`config.mk`:
```
export PLATFORM = sky130hd
export DESIGN_NAME = crsf_rc_frame_parser
export DESIGN_NICKNAME = d
export VERILOG_FILES = /design/src/crsf_pkg.sv /design/src/crsf_rc_mem.sv /design/src/crsf_rc_crc.sv /design/src/crsf_rc_frame_parser.sv
export SDC_FILE = /design/constraint.sdc
export NUM_CORES = 2
export LEC_CHECK = 0
export ABC_CLOCK_PERIOD_IN_PS = 9070
export BUFFER_PORTS_ARGS = -buffer_cell sky130_fd_sc_hd__clkbuf_2
export CORE_ASPECT_RATIO = 0.8
export CORE_MARGIN = 2
export CORE_UTILIZATION = 39
export DETAILED_ROUTE_END_ITERATION = 10
export PLACE_DENSITY = 0.57
export SYNTH_ARGS = -nofsm -noshare
export SYNTH_HDL_FRONTEND = slang
export SYNTH_SLANG_ARGS = --single-unit
```
`constraint.sdc`:
```
create_clock -name clk -period 9.07 [get_ports clk]
set_clock_uncertainty 0.05 [all_clocks]
set_input_delay 0.4535 -clock clk [delete_from_list [all_inputs] [get_ports clk]]
set_output_delay 0.4535 -clock clk [all_outputs]
set_load 0.1 [all_outputs]
```
`src/crsf_pkg.sv`:
```
// Shared types, constants and helpers of the CRSF RC frame parser.
package crsf_pkg;

  localparam int BUFFER_BYTES_DEF = 128;
  localparam int MAX_LENGTH_DEF   = 62;

  localparam logic [7:0] CRC_POLY  = 8'hD5;
  localparam logic [7:0] TYPE_RC   = 8'h16;
  localparam logic [7:0] RC_LENGTH = 8'd24;
  localparam logic [7:0] MIN_LEN   = 8'd2;
  localparam int         MIN_BUF   = 4;
  localparam int         CH_BITS   = 11;
  localparam int         PAY_BITS  = 176;

  typedef enum logic [3:0] {
    ST_IDLE,
    ST_CHECK,
    ST_WAIT,
    ST_SCAN,
    ST_LEN,
    ST_CRC,
    ST_CMP,
    ST_EMIT
  } state_t;

  typedef struct packed {
    logic clr;
    logic step;
  } crc_ctl_t;

  function automatic logic known_address(input logic [7:0] a);
    logic k;
    case (a) inside
      8'h00, 8'h10, 8'h80, 8'h8A, 8'hC0, 8'hC2,
      8'hC4, 8'hC8, 8'hCA, 8'hCC, 8'hEA: k = 1'b1;
      default: k = 1'b0;
    endcase
    return k;
  endfunction

endpackage

```
`src/crsf_rc_mem.sv`:
```
// Byte buffer memory: one write port, one registered read port.
module crsf_rc_mem #(
  parameter int DEPTH = crsf_pkg::BUFFER_BYTES_DEF,
  parameter int IW    = $clog2(DEPTH)
) (
  input  logic          clk,
  input  logic          we,
  input  logic [IW-1:0] waddr,
  input  logic [7:0]    wdata,
  input  logic [IW-1:0] raddr,
  output logic [7:0]    rdata
);
  logic [7:0] mem [DEPTH];

  always_ff @(posedge clk) begin
    if (we) begin
      mem[waddr] <= wdata;
    end
    rdata <= mem[raddr];
  end
endmodule

```
`src/crsf_rc_crc.sv`:
```
// CRC-8 DVB-S2 accumulator, one byte per step.
module crsf_rc_crc (
  input  logic               clk,
  input  crsf_pkg::crc_ctl_t ctl,
  input  logic [7:0]         data,
  output logic [7:0]         crc
);
  import crsf_pkg::*;

  logic [7:0] crc_next;

  always_comb begin
    crc_next = crc ^ data;
    for (int b = 0; b < 8; b++) begin
      crc_next = crc_next[7] ? ((crc_next << 1) ^ CRC_POLY) : (crc_next << 1);
    end
  end

  always_ff @(posedge clk) begin
    if (ctl.clr) begin
      crc <= '0;
    end else if (ctl.step) begin
      crc <= crc_next;
    end
  end
endmodule

```
`src/crsf_rc_frame_parser.sv`:
```
// Top level of the CRSF RC channels frame parser.
// Input channel: in_valid/in_ready carry one serial byte (data_byte) with its
// timestamp (time_us). Output channel: out_valid/out_ready carry one RC channel
// per transaction: channel_index 0..15, channel_value, frame_time_us and
// last_channel, set on channel 15.
// Each byte goes into a circular buffer held in a single-port-read memory, then
// a sequencer walks the buffer: hunt for a known address, check the length,
// run the CRC one byte at a time through a shared CRC unit, and consume or
// drop. Every buffer read issues the address in a wait state, then uses the
// registered data, and each pass of the loop goes through a check state. A byte
// that leaves fewer than four buffered returns to idle through the check state,
// bringing in_ready back. A failed candidate drops one byte and the loop
// retries, so a buffer of overlapping bad candidates (up to 128 bytes) can
// have each of its offsets walked in turn within one step.
// in_ready is high only while idle. When a step finds a good channels frame,
// the last one is held and sixteen transactions follow, one per cycle at best;
// a stalled receiver holds the block in that phase, with the payload stable.
// Reset (rst, synchronous) empties the buffer and returns to idle; buffer
// contents are never cleared, only the fill count.
module crsf_rc_frame_parser #(
  parameter int BUFFER_BYTES     = crsf_pkg::BUFFER_BYTES_DEF,
  parameter int MAX_LENGTH_FIELD = crsf_pkg::MAX_LENGTH_DEF
) (
  input  logic        clk,
  input  logic        rst,
  input  logic        in_valid,
  output logic        in_ready,
  input  logic [7:0]  data_byte,
  input  logic [31:0] time_us,
  output logic        out_valid,
  input  logic        out_ready,
  output logic [3:0]  channel_index,
  output logic [10:0] channel_value,
  output logic [31:0] frame_time_us,
  output logic        last_channel
);
  import crsf_pkg::*;

  localparam int IW = $clog2(BUFFER_BYTES);
  localparam int CW = $clog2(BUFFER_BYTES + 1);
  localparam int SW = CW + 1;

  state_t state, state_next, ret, ret_next;

  logic [IW-1:0] head, head_next;
  logic [CW-1:0] count, count_next;
  logic [IW-1:0] off, off_next;
  logic [7:0]    len, len_next;
  logic [7:0]    ftype;
  logic          have, have_next;
  logic [31:0]   stamp;
  logic [PAY_BITS-1:0] pay_scr, pay_emit;
  logic [3:0]    idx;

  logic          in_fire, out_fire;
  logic          drop_en;
  logic [CW-1:0] drop_n;
  logic [SW-1:0] rd_sum, wr_sum, hd_sum;
  logic [IW-1:0] rd_addr, wr_addr;
  logic [7:0]    mem_q, crc_q;
  logic [8:0]    total;
  logic          len_bad, len_short, last_crc;
  crc_ctl_t      crc_ctl;

  assign in_fire  = in_valid && in_ready;
  assign out_fire = out_valid && out_ready;
  assign total    = 9'(len) + 9'd2;
  assign len_bad  = (mem_q < MIN_LEN) || (9'(mem_q) > 9'(MAX_LENGTH_FIELD));
  assign len_short = 9'(count) < (9'(mem_q) + 9'd2);
  assign last_crc = (8'(off) == len);

  // Circular addressing: both operands stay below the depth.
  assign rd_sum  = SW'(head) + SW'(off);
  assign rd_addr = (rd_sum >= SW'(BUFFER_BYTES)) ? IW'(rd_sum - SW'(BUFFER_BYTES))
                                                 : IW'(rd_sum);
  assign wr_sum  = SW'(head) + SW'(count);
  assign wr_addr = (count == CW'(BUFFER_BYTES)) ? head :
                   (wr_sum >= SW'(BUFFER_BYTES)) ? IW'(wr_sum - SW'(BUFFER_BYTES))
                                                 : IW'(wr_sum);
  assign hd_sum  = SW'(head) + SW'(drop_n);

  crsf_rc_mem #(.DEPTH(BUFFER_BYTES), .IW(IW)) u_mem (
    .clk   (clk),
    .we    (in_fire),
    .waddr (wr_addr),
    .wdata (data_byte),
    .raddr (rd_addr),
    .rdata (mem_q)
  );

  crsf_rc_crc u_crc (
    .clk  (clk),
    .ctl  (crc_ctl),
    .data (mem_q),
    .crc  (crc_q)
  );

  // Next state of the sequencer.
  always_comb begin
    state_next = state;
    ret_next   = ret;
    unique case (state)
      ST_IDLE: begin
        if (in_fire) state_next = ST_CHECK;
      end
      ST_CHECK: begin
        if (count < CW'(MIN_BUF)) begin
          state_next = have ? ST_EMIT : ST_IDLE;
        end else begin
          state_next = ST_WAIT;
          ret_next   = ST_SCAN;
        end
      end
      ST_WAIT: state_next = ret;
      ST_SCAN: begin
        if (!known_address(mem_q)) begin
          if (count == CW'(1)) begin
            state_next = have ? ST_EMIT : ST_IDLE;
          end else begin
            state_next = ST_WAIT;
            ret_next   = ST_SCAN;
          end
        end else if (count < CW'(MIN_BUF)) begin
          state_next = have ? ST_EMIT : ST_IDLE;
        end else begin
          state_next = ST_WAIT;
          ret_next   = ST_LEN;
        end
      end
      ST_LEN: begin
        if (len_bad) begin
          state_next = ST_CHECK;
        end else if (len_short) begin
          state_next = have ? ST_EMIT : ST_IDLE;
        end else begin
          state_next = ST_WAIT;
          ret_next   = ST_CRC;
        end
      end
      ST_CRC: begin
        state_next = ST_WAIT;
        ret_next   = last_crc ? ST_CMP : ST_CRC;
      end
      ST_CMP: state_next = ST_CHECK;
      ST_EMIT: begin
        if (out_fire && idx == 4'hF) state_next = ST_IDLE;
      end
      default: state_next = ST_IDLE;
    endcase
  end

  // Datapath controls and next values.
  always_comb begin
    off_next  = off;
    len_next  = len;
    have_next = have;
    drop_en   = 1'b0;
    drop_n    = CW'(1);
    crc_ctl   = '0;
    unique case (state)
      ST_CHECK: off_next = '0;
      ST_SCAN: begin
        if (!known_address(mem_q)) begin
          drop_en  = 1'b1;
          off_next = '0;
        end else begin
          off_next = IW'(1);
        end
      end
      ST_LEN: begin
        len_next    = mem_q;
        off_next    = IW'(2);
        crc_ctl.clr = 1'b1;
        if (len_bad) drop_en = 1'b1;
      end
      ST_CRC: begin
        crc_ctl.step = 1'b1;
        off_next     = off + IW'(1);
      end
      ST_CMP: begin
        drop_en = 1'b1;
        if (crc_q == mem_q && ftype == TYPE_RC && len == RC_LENGTH) begin
          have_next = 1'b1;
          drop_n    = CW'(total);
        end else if (crc_q == mem_q && ftype != TYPE_RC) begin
          drop_n = CW'(total);
        end
      end
      default: ;
    endcase
    head_next  = head;
    count_next = count;
    if (drop_en) begin
      head_next  = (hd_sum >= SW'(BUFFER_BYTES)) ? IW'(hd_sum - SW'(BUFFER_BYTES))
                                                 : IW'(hd_sum);
      count_next = count - drop_n;
    end
  end

  always_ff @(posedge clk) begin
    if (rst) begin
      state <= ST_IDLE;
      ret   <= ST_IDLE;
      head  <= '0;
      count <= '0;
      have  <= 1'b0;
      idx   <= '0;
    end else begin
      state <= state_next;
      ret   <= ret_next;
      if (in_fire) begin
        // A full buffer starts over with this byte.
        count <= (count == CW'(BUFFER_BYTES)) ? CW'(1) : count + CW'(1);
        have  <= 1'b0;
        idx   <= '0;
      end else begin
        head  <= head_next;
        count <= count_next;
        have  <= have_next;
        if (out_fire) begin
          idx <= idx + 4'd1;
        end
      end
    end
  end

  always_ff @(posedge clk) begin
    off <= off_next;
    len <= len_next;
    if (in_fire) begin
      stamp <= time_us;
    end
    if (state == ST_CRC) begin
      // Keep the last 22 bytes walked: the payload once the walk ends.
      pay_scr <= {mem_q, pay_scr[PAY_BITS-1:8]};
      if (off == IW'(2)) ftype <= mem_q;
    end
    if (state == ST_CMP && have_next && !have) begin
      pay_emit <= pay_scr;
    end else if (state == ST_CMP && crc_q == mem_q && ftype == TYPE_RC &&
                 len == RC_LENGTH) begin
      pay_emit <= pay_scr;
    end else if (out_fire) begin
      pay_emit <= pay_emit >> CH_BITS;
    end
  end

  assign in_ready      = (state == ST_IDLE);
  assign out_valid     = (state == ST_EMIT);
  assign channel_index = idx;
  assign channel_value = pay_emit[CH_BITS-1:0];
  assign frame_time_us = stamp;
  assign last_channel  = (idx == 4'hF);
endmodule

```
==> metrics.cfg <==
[setup_path]
arrival_ns=5.34
reg2reg_slack_ns=4.33
crit_type=flip-flop to flip-flop
crit_path_start=off[0]
endpoint_kind=flip-flop
cp_max_fo=122
critPathLaunchType=flip-flop
worstReg2RegStart=off[0]
required_ns=9.67

[layout]
drive_above_1_share_pct=24.8
fin_nets=3262
final_area_sq_um=65900
syn2layout_area_growth_pct=13.0
finish.utilization_pct=44.5

[hold_path]
worst_hold_path_type=input pin to flip-flop
holdCritStartpoint=data_byte[3]

[logic_synthesis]
synth_top_flop_cell=edfxtp_1
synth_warnings=0
synth_edf_count=1431
avgSynthCellArea_sq_um=19.2
async_flop_share_pct=0
syn_inst=3033
yosysSeqAreaShare_pct=75.1
synth_cell_types=67
ys_ff_latch=1473
syn-cell-area_sq_um=58300
syn_nets=3122

[sta]
finalCritPeriodShare_pct=52.2
timing.final.crit_period_ns=4.74
rsz0062_at_grt=no
slew_viol_final=0
slew_headroom_pct=9.80
finalSetupViolations=0
setup-tns-final_ns=0
tightest_slew_ns=1.34
max_clock_freq_ghz=0.211
timing.hold.ws_ns=0.138
final_hold_viol_count=0

[clock_tree]
cts_buffer_depth=3
insertion_delay_ns=0.77
path_clk_slew_ns=0.06
cts_buffers=141
cts_resized=0
cts_tree=built
cts_setup_buffers=0
root_buffer=clkbuf_16
cts_max_level=4
clkSinkCount=1473

[flow_run]
maxCapViolations=0

[routing]
drcViolationCount=0
post_drt_wl_per_cell_um=24.6
routed_wirelength_um=130000
ant_nets=0
dr_total_vias=28600
drt_iter0_drc=3043
drt_pre_antenna_iters=5
vias_per_cell=5.42

[power_and_ir_drop]
switchingPower_w=0.00370
pwr-share-comb_pct=11.0
power.density_nw_per_um2=231
vdd_drop_max_v=0.000147
p_leak_nw=20.7
p_clk_share_pct=39.0
p_int_w=0.0116
pwr-share-seq_pct=50.0
p_sw_share_pct=24.3

[die]
core_sq_um=148000
initial_core_util_pct=39.4
io_pins=94
die_x_um=436
placementRows=126
die_h_um=350
die_area_sq_um=153000

[place]
finalWeightedCongestion=0.795
placed_area_sq_um=60900
hpwl_um=75000
port_buffers=93

[grt]
grt_use_total_pct=16.9
overflow=0
grt_pass1_wl_um=191000
antenna_found_initial=5
first_global_vias=28800
grt_max_degree=177

[status]
outcome=complete, no violations

==> kinds of logic after synthesis <==
family	synth area share [%]
AOI/OAI and AO/OA	2.28
xor gates and xnor gates	1.10
adders and majority gates	1.02
buffers and inverters	1.51
DFF	75.1
muxes	14.6
and+or+nand+nor	4.38
==> what timing repair did <==
item                                    4_1_cts  5_1_grt
hold endpoints to repair                     35        0
endpoints found under the setup margin        0        0
hold buffers                                 34        0
==> final cells by class <==
class	instances	area [sq um]
inverters	26	105
well taps	1984	2480
repair buffers	162	1150
diodes	2	5.00
clock inverters	75	850
flip-flops and latches	1473	43800
fillers	12600	82100
clock buffers	184	3780
multi-input cells	1369	13700
==> power groups by stage <==
stage          registers, W  clock network (W)  logic, W
2_1_floorplan       0.00783                  0   0.00106
3_3_place_gp        0.00777                  0   0.00166
3_5_place_dp        0.00777                  0   0.00167
4_1_cts             0.00763            0.00606   0.00169
5_1_grt             0.00763            0.00633   0.00180
6_report            0.00763            0.00594   0.00168
==> sequential cells by signal, summed over array words and instances, names as in the netlist, 7 cells and up <==
signal,cells
count,8
u_crc.crc,8
pay_emit,176
off,7
head,7
ftype,8
frame_time_us,32
u_mem.mem,1024
pay_scr,176
u_mem.rdata,8
len,8
==> path summary, 6_finish.rpt <==
| kind | end | cells after the start |
|---|---|---|
| worst max-delay path | u_mem.rdata[1] | 10 |
| worst min-delay path | u_mem.mem[30][3] | 1 |
| worst max register to register | u_mem.rdata[1] | 10 |
| worst min register to register | pay_scr[132] | 0 |
==> placed cells by master (no fill, tap or decap), drive strengths merged, types with 5 or more instances in the layout <==
master | synthesis | final
nor2b | 6 | 6
nand2 | 44 | 44
a211oi | 24 | 24
a21o | 11 | 11
or4 | 11 | 11
nand4 | 24 | 24
buf | 83 | 43
xor2 | 31 | 31
nor2 | 190 | 190
or3 | 6 | 6
ha | 41 | 41
o22ai | 18 | 18
o21bai | 5 | 5
o21ai | 92 | 92
mux2 | 197 | 197
dfxtp | 42 | 42
and2 | 13 | 13
clkinvlp | 0 | 5
inv | 25 | 35
or2 | 7 | 7
a21oi | 32 | 32
clkinv | 1 | 46
xnor2 | 39 | 39
nand3 | 181 | 181
edfxtp | 1431 | 1431
nor4 | 5 | 5
nor3 | 10 | 10
mux2i | 53 | 53
and3 | 8 | 8
nand2b | 8 | 8
nand3b | 5 | 5
mux4 | 256 | 256
dlygate4sd3 | 0 | 34
clkbuf | 82 | 269
bufinv | 0 | 15
==> layer usage <==
layer / vias to the layer above / part of all wire [%] / GRT usage (%)
met3: 199 / 7.3 / 3.99
met4: 4 / 2.3 / 5.05
met5: - / 0.022 / 0
met1: 14900 / 47 / 25.3
li1: 12500 / - / -
met2: 908 / 44 / 24.4
==> cells in the mapped netlist, types with 26 or more instances <==
| library cell | instances | share of area, % |
|---|---|---|
| mux2i_1 | 53 | 0.91 |
| xor2_1 | 30 | 0.45 |
| clkbuf_1 | 82 | 0.53 |
| nor2_1 | 190 | 1.2 |
| mux4_2 | 256 | 9.9 |
| dfxtp_1 | 42 | 1.4 |
| buf_4 | 26 | 0.33 |
| nand3_1 | 181 | 1.6 |
| nand2_1 | 44 | 0.28 |
| buf_2 | 49 | 0.42 |
| xnor2_1 | 39 | 0.59 |
| mux2_2 | 197 | 3.8 |
| o21ai_0 | 89 | 0.76 |
| edfxtp_1 | 1431 | 74 |
| a21oi_1 | 31 | 0.27 |
| ha_1 | 41 | 0.88 |
==> metrics by stage <==
stage                     worst slack [ns]  std cells  total power [W]
final                                 4.33       5275           0.0153
after global routing                  4.18       5273           0.0158
after CTS                             4.33       5273           0.0154
after detailed placement              4.33       4980          0.00945
after global placement                4.36       4980          0.00944
after floorplan                       1.90       3033          0.00888
==> worst max-delay path: stages (launching register included) <==
cell	delay, ns
edfxtp_1	0.52
ha_4	0.24
fa_4	0.87
buf_12	0.55
buf_4	0.61
mux4_2	0.40
o21ai_0	0.12
nand3_1	0.16
nand4_1	0.27
o22ai_1	0.13
or4_1	0.52
(Power assumes the default switching activity.)
